**config.mk**
```make
export PLATFORM = sky130hd
export DESIGN_NAME = hamming_sec_codec
export DESIGN_NICKNAME = d
export VERILOG_FILES = /design/src/hsc_pkg.sv /design/src/hamming_sec_codec.sv /design/src/hsc_prep.sv /design/src/hsc_syn.sv /design/src/hsc_fix.sv
export SDC_FILE = /design/constraint.sdc
export NUM_CORES = 1
export LEC_CHECK = 0
export CORE_ASPECT_RATIO = 0.5
export CORE_MARGIN = 8
export CORE_UTILIZATION = 40
export DETAILED_ROUTE_END_ITERATION = 6
export DONT_BUFFER_PORTS = 1
export GPL_TIMING_DRIVEN = 0
export PLACE_DENSITY = 0.52
export SYNTH_ARGS = -nofsm -noshare
export SYNTH_HDL_FRONTEND = slang
export SYNTH_SLANG_ARGS = --single-unit
```
**constraint.sdc**
```tcl
create_clock -name clk_i -period 1.4 [get_ports clk_i]
set_input_delay 0.07 -clock clk_i [delete_from_list [all_inputs] [get_ports clk_i]]
set_output_delay 0.07 -clock clk_i [all_outputs]
set_load 0.01 [all_outputs]
```
**src/hsc_pkg.sv**
```systemverilog
// ----------------------------------------------------------------------------
// hsc_pkg: shared types, constants and helpers for the Hamming SEC codec
// Transaction payloads, function codes and elaboration-time position helpers.
// ----------------------------------------------------------------------------
package hsc_pkg;

  localparam int DATA_BITS_DEFAULT = 8;
  localparam int IN_W              = 12;
  localparam int OUT_W             = 12;
  localparam int SYN_W             = 4;
  localparam int MAX_CW_W          = 63;

  localparam logic FUNC_ENCODE = 1'b0;
  localparam logic FUNC_DECODE = 1'b1;

  typedef struct packed {
    logic            func;
    logic [IN_W-1:0] in_bits;
  } in_t;

  typedef struct packed {
    logic [OUT_W-1:0] out_bits;
    logic [SYN_W-1:0] syndrome;
    logic             corrected;
    logic             syndrome_out_of_range;
  } out_t;

  // Per-stage control that travels with the codeword
  typedef struct packed {
    logic valid;
    logic func;
  } ctl_t;

  // Smallest r with 2^r >= r + d + 1, capped at 6
  function automatic int parity_count(int d);
    int r;
    r = 1;
    while (r < 6 && (1 << r) < r + d + 1) r++;
    return r;
  endfunction

  function automatic bit is_pow2(int p);
    return (p != 0) && ((p & (p - 1)) == 0);
  endfunction

  // 1-based codeword position of data bit j
  function automatic int data_pos(int j);
    int cnt;
    int res;
    cnt = 0;
    res = 0;
    for (int p = 1; p <= MAX_CW_W; p++) begin
      if (!is_pow2(p)) begin
        if (cnt == j && res == 0) res = p;
        cnt++;
      end
    end
    return res;
  endfunction

  // Positions covered by parity group i (bit p-1 set when bit i of p is set)
  function automatic logic [MAX_CW_W-1:0] group_mask(int i);
    logic [MAX_CW_W-1:0] m;
    m = '0;
    for (int p = 1; p <= MAX_CW_W; p++) begin
      m[p-1] = ((p >> i) & 1) != 0;
    end
    return m;
  endfunction

endpackage

```
**src/hamming_sec_codec.sv**
```systemverilog
// ----------------------------------------------------------------------------
// hamming_sec_codec: single-error-correcting Hamming encoder / decoder
// Even parity, parity bits at power-of-two positions, bit 0 is position 1.
// ----------------------------------------------------------------------------
// Usage:
//   A transaction is taken on req_i at each rising edge where start is high
//   and busy is low. req_i.func selects encode (data in the low bits) or
//   decode (received codeword). busy stays low: the block takes one
//   transaction every cycle, back to back.
//   Each result shows on rsp_o for one cycle with done_o high. The three
//   register stages are input scatter, syndrome XOR trees, and
//   correct/extract; results leave in input order. The receiver cannot
//   hold results off, and none is needed: each stage moves every cycle.
//   Decode flips the bit the syndrome names; a syndrome past the codeword
//   length leaves the word as received and raises syndrome_out_of_range.
//   Reset (rst_ni low, asynchronous) clears all valid bits; transactions in
//   flight are dropped.
// ----------------------------------------------------------------------------
module hamming_sec_codec #(
  parameter int DATA_BITS = hsc_pkg::DATA_BITS_DEFAULT
) (
  input  logic          clk_i,
  input  logic          rst_ni,
  input  logic          start,
  output logic          busy,
  input  hsc_pkg::in_t  req_i,
  output logic          done_o,
  output hsc_pkg::out_t rsp_o
);

  localparam int R = hsc_pkg::parity_count(DATA_BITS);
  localparam int N = R + DATA_BITS;

  hsc_pkg::ctl_t ctl1;
  hsc_pkg::ctl_t ctl2;
  logic [N-1:0]  cw1;
  logic [N-1:0]  cw2;
  logic [R-1:0]  syn2;

  assign busy = 1'b0;

  hsc_prep #(.DATA_BITS(DATA_BITS)) u_prep (
    .clk_i   (clk_i),
    .rst_ni  (rst_ni),
    .valid_i (start && !busy),
    .req_i   (req_i),
    .ctl_o   (ctl1),
    .cw_o    (cw1)
  );

  hsc_syn #(.DATA_BITS(DATA_BITS)) u_syn (
    .clk_i  (clk_i),
    .rst_ni (rst_ni),
    .ctl_i  (ctl1),
    .cw_i   (cw1),
    .ctl_o  (ctl2),
    .cw_o   (cw2),
    .syn_o  (syn2)
  );

  hsc_fix #(.DATA_BITS(DATA_BITS)) u_fix (
    .clk_i  (clk_i),
    .rst_ni (rst_ni),
    .ctl_i  (ctl2),
    .cw_i   (cw2),
    .syn_i  (syn2),
    .done_o (done_o),
    .rsp_o  (rsp_o)
  );

endmodule

```
**src/hsc_prep.sv**
```systemverilog
// ----------------------------------------------------------------------------
// hsc_prep: input stage
// Scatters data bits into a zero-parity codeword (encode) or masks the
// received codeword to its length (decode), then registers it.
// ----------------------------------------------------------------------------
module hsc_prep #(
  parameter int DATA_BITS = hsc_pkg::DATA_BITS_DEFAULT
) (
  input  logic                         clk_i,
  input  logic                         rst_ni,
  input  logic                         valid_i,
  input  hsc_pkg::in_t                 req_i,
  output hsc_pkg::ctl_t                ctl_o,
  output logic [hsc_pkg::parity_count(DATA_BITS)+DATA_BITS-1:0] cw_o
);

  localparam int R = hsc_pkg::parity_count(DATA_BITS);
  localparam int N = R + DATA_BITS;

  logic [N-1:0]  enc_w;
  logic [N-1:0]  dec_w;
  hsc_pkg::ctl_t ctl_q;
  logic [N-1:0]  cw_q;

  for (genvar j = 0; j < DATA_BITS; j++) begin : g_enc
    localparam int P = hsc_pkg::data_pos(j);
    if (j < hsc_pkg::IN_W) begin : g_in
      assign enc_w[P-1] = req_i.in_bits[j];
    end else begin : g_zero
      assign enc_w[P-1] = 1'b0;
    end
  end

  for (genvar i = 0; i < R; i++) begin : g_par
    assign enc_w[(1 << i) - 1] = 1'b0;
  end

  for (genvar p = 0; p < N; p++) begin : g_dec
    if (p < hsc_pkg::IN_W) begin : g_in
      assign dec_w[p] = req_i.in_bits[p];
    end else begin : g_zero
      assign dec_w[p] = 1'b0;
    end
  end

  always_ff @(posedge clk_i or negedge rst_ni) begin
    if (!rst_ni) begin
      ctl_q <= '0;
    end else begin
      ctl_q.valid <= valid_i;
      ctl_q.func  <= req_i.func;
    end
  end

  always_ff @(posedge clk_i) begin
    cw_q <= (req_i.func == hsc_pkg::FUNC_DECODE) ? dec_w : enc_w;
  end

  assign ctl_o = ctl_q;
  assign cw_o  = cw_q;

endmodule

```
**src/hsc_syn.sv**
```systemverilog
// ----------------------------------------------------------------------------
// hsc_syn: syndrome stage
// One XOR tree per parity group over the registered codeword.
// ----------------------------------------------------------------------------
module hsc_syn #(
  parameter int DATA_BITS = hsc_pkg::DATA_BITS_DEFAULT
) (
  input  logic                         clk_i,
  input  logic                         rst_ni,
  input  hsc_pkg::ctl_t                ctl_i,
  input  logic [hsc_pkg::parity_count(DATA_BITS)+DATA_BITS-1:0] cw_i,
  output hsc_pkg::ctl_t                ctl_o,
  output logic [hsc_pkg::parity_count(DATA_BITS)+DATA_BITS-1:0] cw_o,
  output logic [hsc_pkg::parity_count(DATA_BITS)-1:0]           syn_o
);

  localparam int R = hsc_pkg::parity_count(DATA_BITS);
  localparam int N = R + DATA_BITS;

  logic [R-1:0]  syn_d;
  logic [R-1:0]  syn_q;
  logic [N-1:0]  cw_q;
  hsc_pkg::ctl_t ctl_q;

  for (genvar i = 0; i < R; i++) begin : g_grp
    localparam logic [hsc_pkg::MAX_CW_W-1:0] M = hsc_pkg::group_mask(i);
    assign syn_d[i] = ^(cw_i & M[N-1:0]);
  end

  always_ff @(posedge clk_i or negedge rst_ni) begin
    if (!rst_ni) begin
      ctl_q <= '0;
    end else begin
      ctl_q <= ctl_i;
    end
  end

  always_ff @(posedge clk_i) begin
    cw_q  <= cw_i;
    syn_q <= syn_d;
  end

  assign ctl_o = ctl_q;
  assign cw_o  = cw_q;
  assign syn_o = syn_q;

endmodule

```
**src/hsc_fix.sv**
```systemverilog
// ----------------------------------------------------------------------------
// hsc_fix: correction and output stage
// Inserts parity (encode) or flips the named bit and extracts data (decode),
// then registers the result transaction.
// ----------------------------------------------------------------------------
module hsc_fix #(
  parameter int DATA_BITS = hsc_pkg::DATA_BITS_DEFAULT
) (
  input  logic                         clk_i,
  input  logic                         rst_ni,
  input  hsc_pkg::ctl_t                ctl_i,
  input  logic [hsc_pkg::parity_count(DATA_BITS)+DATA_BITS-1:0] cw_i,
  input  logic [hsc_pkg::parity_count(DATA_BITS)-1:0]           syn_i,
  output logic                         done_o,
  output hsc_pkg::out_t                rsp_o
);

  localparam int R = hsc_pkg::parity_count(DATA_BITS);
  localparam int N = R + DATA_BITS;
  localparam logic [R-1:0] N_CODE = R'(N);

  logic [N-1:0]               par_w;
  logic [N-1:0]               enc_cw;
  logic [N-1:0]               flip_w;
  logic [N-1:0]               fix_cw;
  logic [hsc_pkg::OUT_W-1:0]  enc_out;
  logic [hsc_pkg::OUT_W-1:0]  dec_out;
  logic [hsc_pkg::SYN_W-1:0]  syn_ext;
  logic                       syn_nz;
  logic                       oor;
  hsc_pkg::out_t              rsp_d;
  hsc_pkg::out_t              rsp_q;
  logic                       done_q;

  // Parity bits sit at zero after the input stage, so XOR sets them
  for (genvar p = 1; p <= N; p++) begin : g_pos
    localparam logic [R-1:0] P_CODE = R'(p);
    if (hsc_pkg::is_pow2(p)) begin : g_par
      assign par_w[p-1] = syn_i[$clog2(p)];
    end else begin : g_dat
      assign par_w[p-1] = 1'b0;
    end
    assign flip_w[p-1] = (syn_i == P_CODE);
  end

  assign enc_cw = cw_i ^ par_w;
  // No position matches a zero or out-of-range syndrome
  assign fix_cw = cw_i ^ flip_w;
  assign syn_nz = |syn_i;
  assign oor    = syn_i > N_CODE;

  for (genvar k = 0; k < hsc_pkg::OUT_W; k++) begin : g_out
    if (k < N) begin : g_enc
      assign enc_out[k] = enc_cw[k];
    end else begin : g_enc_zero
      assign enc_out[k] = 1'b0;
    end
    if (k < DATA_BITS) begin : g_dec
      assign dec_out[k] = fix_cw[hsc_pkg::data_pos(k)-1];
    end else begin : g_dec_zero
      assign dec_out[k] = 1'b0;
    end
  end

  for (genvar k = 0; k < hsc_pkg::SYN_W; k++) begin : g_syn
    if (k < R) begin : g_bit
      assign syn_ext[k] = syn_i[k];
    end else begin : g_zero
      assign syn_ext[k] = 1'b0;
    end
  end

  always_comb begin
    if (ctl_i.func == hsc_pkg::FUNC_DECODE) begin
      rsp_d.out_bits              = dec_out;
      rsp_d.syndrome              = syn_ext;
      rsp_d.corrected             = syn_nz && !oor;
      rsp_d.syndrome_out_of_range = oor;
    end else begin
      rsp_d.out_bits              = enc_out;
      rsp_d.syndrome              = '0;
      rsp_d.corrected             = 1'b0;
      rsp_d.syndrome_out_of_range = 1'b0;
    end
  end

  always_ff @(posedge clk_i or negedge rst_ni) begin
    if (!rst_ni) begin
      done_q <= 1'b0;
    end else begin
      done_q <= ctl_i.valid;
    end
  end

  always_ff @(posedge clk_i) begin
    rsp_q <= rsp_d;
  end

  assign done_o = done_q;
  assign rsp_o  = rsp_q;

endmodule

```
==> impl_results.md <==
* Outcome: finished, final reports clean
* RSZ-0062 raised after global routing: false
* Fin area at 2064 um2
* Vias in the first global route at 999
* Crit path capture type: register
* Die H at 62.70 um
* Via count at about 940
* Total wire length at ~3.1 mm
* Dpl cell area at approximately 1800 um2
* DR pass1 iterations at 4
* DR vias/cell at 4.221
* First-pass GRT wire length at around 5 mm
* Period minus WS final at 1249 ps
* # clock sinks at approximately 50
* Total grt overflow at 0
* Leakage at 0.0008201 uW
* Post-CTS Setup Bufs at 0
* Starting DRC count in detailed routing at 35
* TritonCTS Buffers at 5
* Flop2flop setup slack at roughly 190 ps
* Synthesized area per cell at ~12 um2
* Synth warnings at 0
* DRC Markers at 0
* Worst hold path class: input pin to async pin
* # setup viols final at 0
* CP startpoint kind: input pin
* Buffers on Ports at 0
* Utilization after layout at 0.4805
* Met2 WL at approximately 1.1 mm
* Largest net degree at the start of global routing at 17
* Root Buffer Master: clkbuf_8
* Share of layout cells above drive strength 1 at 0.1152
* CTS max path bufs at 2
* N_diodes at 0
* Initial core utilization at 0.4059
* Mapped Cells at 141
* Fmax at approximately 800 MHz
* Cell variety after synth at 31
* Critical path class: input pin to register
* Metal3 WL at just under 300 um
* Most frequent cells in the layout: dfxtp_1, xnor2_1, dlygate4sd3_1
* Top Layer Used: met4
* Initial antenna violation count at 0
* I/O pins at 36
* Setup TNS at 0 ps
* Clk_lat worst skew at approximately 300 ps
* Skew final at around 5.2 ps
* Post-DP HPWL at 2.283 mm
* CP Data Required Time at about 1600 ps
* Reg clk slew, reported paths at approximately 90 ps
* Remaining antenna violation count at 0
* Tcrit/Tclk final at 0.8921
* Final Max Slew Viols at 0
* Core area at 4297 um2
* Post-synthesis instance area at roughly 1700 um2
* Num rows at 17
* Register area share after synthesis at 0.5997
* Max cap viols at 0
* M1 WL at around 1.7 mm
* Layout net count at 180
* GP Congestion at around 0.7
* Hold Slack at 45.62 ps
* Overall power at ~3300 uW
* FF+latch count, synth at 51
* CTS HTree Levels at 2
* Peak supply drop at between 600 and 700 uV
* Endpoints failing hold at 0
* Syn-to-layout area delta at 18.36%
* GRT Total Usage at 0.09462
* Die width at 109.4 um
* TritonCTS clock tree: done
* Most common cell after layout, fill and taps aside: dfxtp_1
* Crit path DAT at about 1400 ps
* Pwr/cell area at between 1500 and 2000 nW/um2
* Crit Path Max Fanout at 2
* Die area at between 6000 and 7000 um2
* Synth Net Count at between 150 and 200
* Wirelength per Cell at ~14 um
==> what timing repair did <==
action / CTS / global route
gates resized for setup: 0 / 0
endpoints found under the setup margin: 0 / 0
hold buffers: 16 / 0
endpoints found under the hold margin: 19 / 0
==> report_power, final <==
group / leakage, uW / internal (uW) / switching [uW]
clock: 0.0000402 / 348 / 474
combinational: 0.000335 / 370 / 293
sequential: 0.000444 / 1670 / 182
==> cell type report <==
type,instances,area (um2)
clock buffers,5,68.82
fillers,413,2232
repair buffers,16,160.2
inverters,2,7.507
flip-flops and latches,51,1046
plain buffers,8,67.56
well taps,57,71.32
multi-input cells,80,623.1
clock inverters,3,20.02
==> cell usage after synthesis <==
cell / count / area (um2)
a211oi_2: 1 / 12.51
nand4b_1: 2 / 17.52
inv_1: 1 / 3.750
conb_1: 1 / 3.750
and3_1: 1 / 6.260
dfxtp_1: 46 / 920.9
mux2_1: 8 / 90.09
buf_4: 1 / 7.510
xor2_1: 7 / 61.31
o21ai_1: 2 / 10.01
buf_6: 4 / 45.04
a31o_1: 1 / 8.760
buf_2: 3 / 15.01
inv_2: 1 / 3.750
o32ai_1: 1 / 8.760
o21bai_1: 1 / 7.510
nor3_1: 1 / 5.000
o211ai_1: 1 / 7.510
nor3b_1: 1 / 7.510
nand2_1: 3 / 11.26
and3b_1: 1 / 8.760
dfrtp_1: 5 / 125.1
or4_1: 1 / 7.510
a21oi_1: 5 / 25.02
nor2_1: 6 / 22.52
xnor2_1: 16 / 140.1
nor2b_1: 7 / 43.79
and2_1: 7 / 43.79
xnor2_2: 1 / 16.27
and4bb_1: 4 / 50.05
a211oi_1: 1 / 7.510
==> worst paths after layout <==
kind	startpoint	to	cells past startpoint
min in group clk_i	req_i[12]	u_prep.cw_o[0]	2
max in group asynchronous	rst_ni	u_syn.ctl_o[0]	1
min reg2reg	u_prep.ctl_o[0]	u_syn.ctl_o[0]	0
min	rst_ni	u_fix.done_o	1
max reg2reg	u_syn.syn_o[3]	u_fix.rsp_o[1]	3
max	req_i[3]	u_prep.cw_o[6]	3
==> cells by family (layout without fill, tap and decap cells) <==
kind of cell	Yosys count	count (layout)	share of synthesized area
AOI/OAI and AO/OA	13	13	0.05022
xor gates and xnor gates	24	24	0.1248
buffers and inverters	10	34	0.04303
DFF	51	51	0.5997
muxes	8	8	0.05165
other	1	1	0.002150
and+or+nand+nor	34	34	0.1284
==> registers in the layout, summed over array words and instances (netlist names) <==
register	cells
u_prep.cw_o	12
u_prep.ctl_o	2
u_fix.rsp_o	18
u_syn.cw_o	12
u_syn.syn_o	4
u_syn.ctl_o	2
u_fix.done_o	1
==> per-stage QoR <==
| step | cells | worst slack [ps] |
|---|---|---|
| floorplan | 141 | 309.4 |
| global placement | 198 | 201.8 |
| detailed placement | 198 | 190.5 |
| CTS | 222 | 155.2 |
| global route | 222 | 107.2 |
| finish | 222 | 151.0 |
==> per-layer routing <==
metal,up-vias,GRT usage
met4,0,0.03005
met5,-,0
met3,3,0.05041
met2,31,0.1241
met1,394,0.1275
li1,509,-
==> worst max-delay path, cell delays in order <==
cell	delay [ps]
dlygate4sd3_1	550
mux2_1	280
dlygate4sd3_1	540
Power figures use the tool's default switching activity.
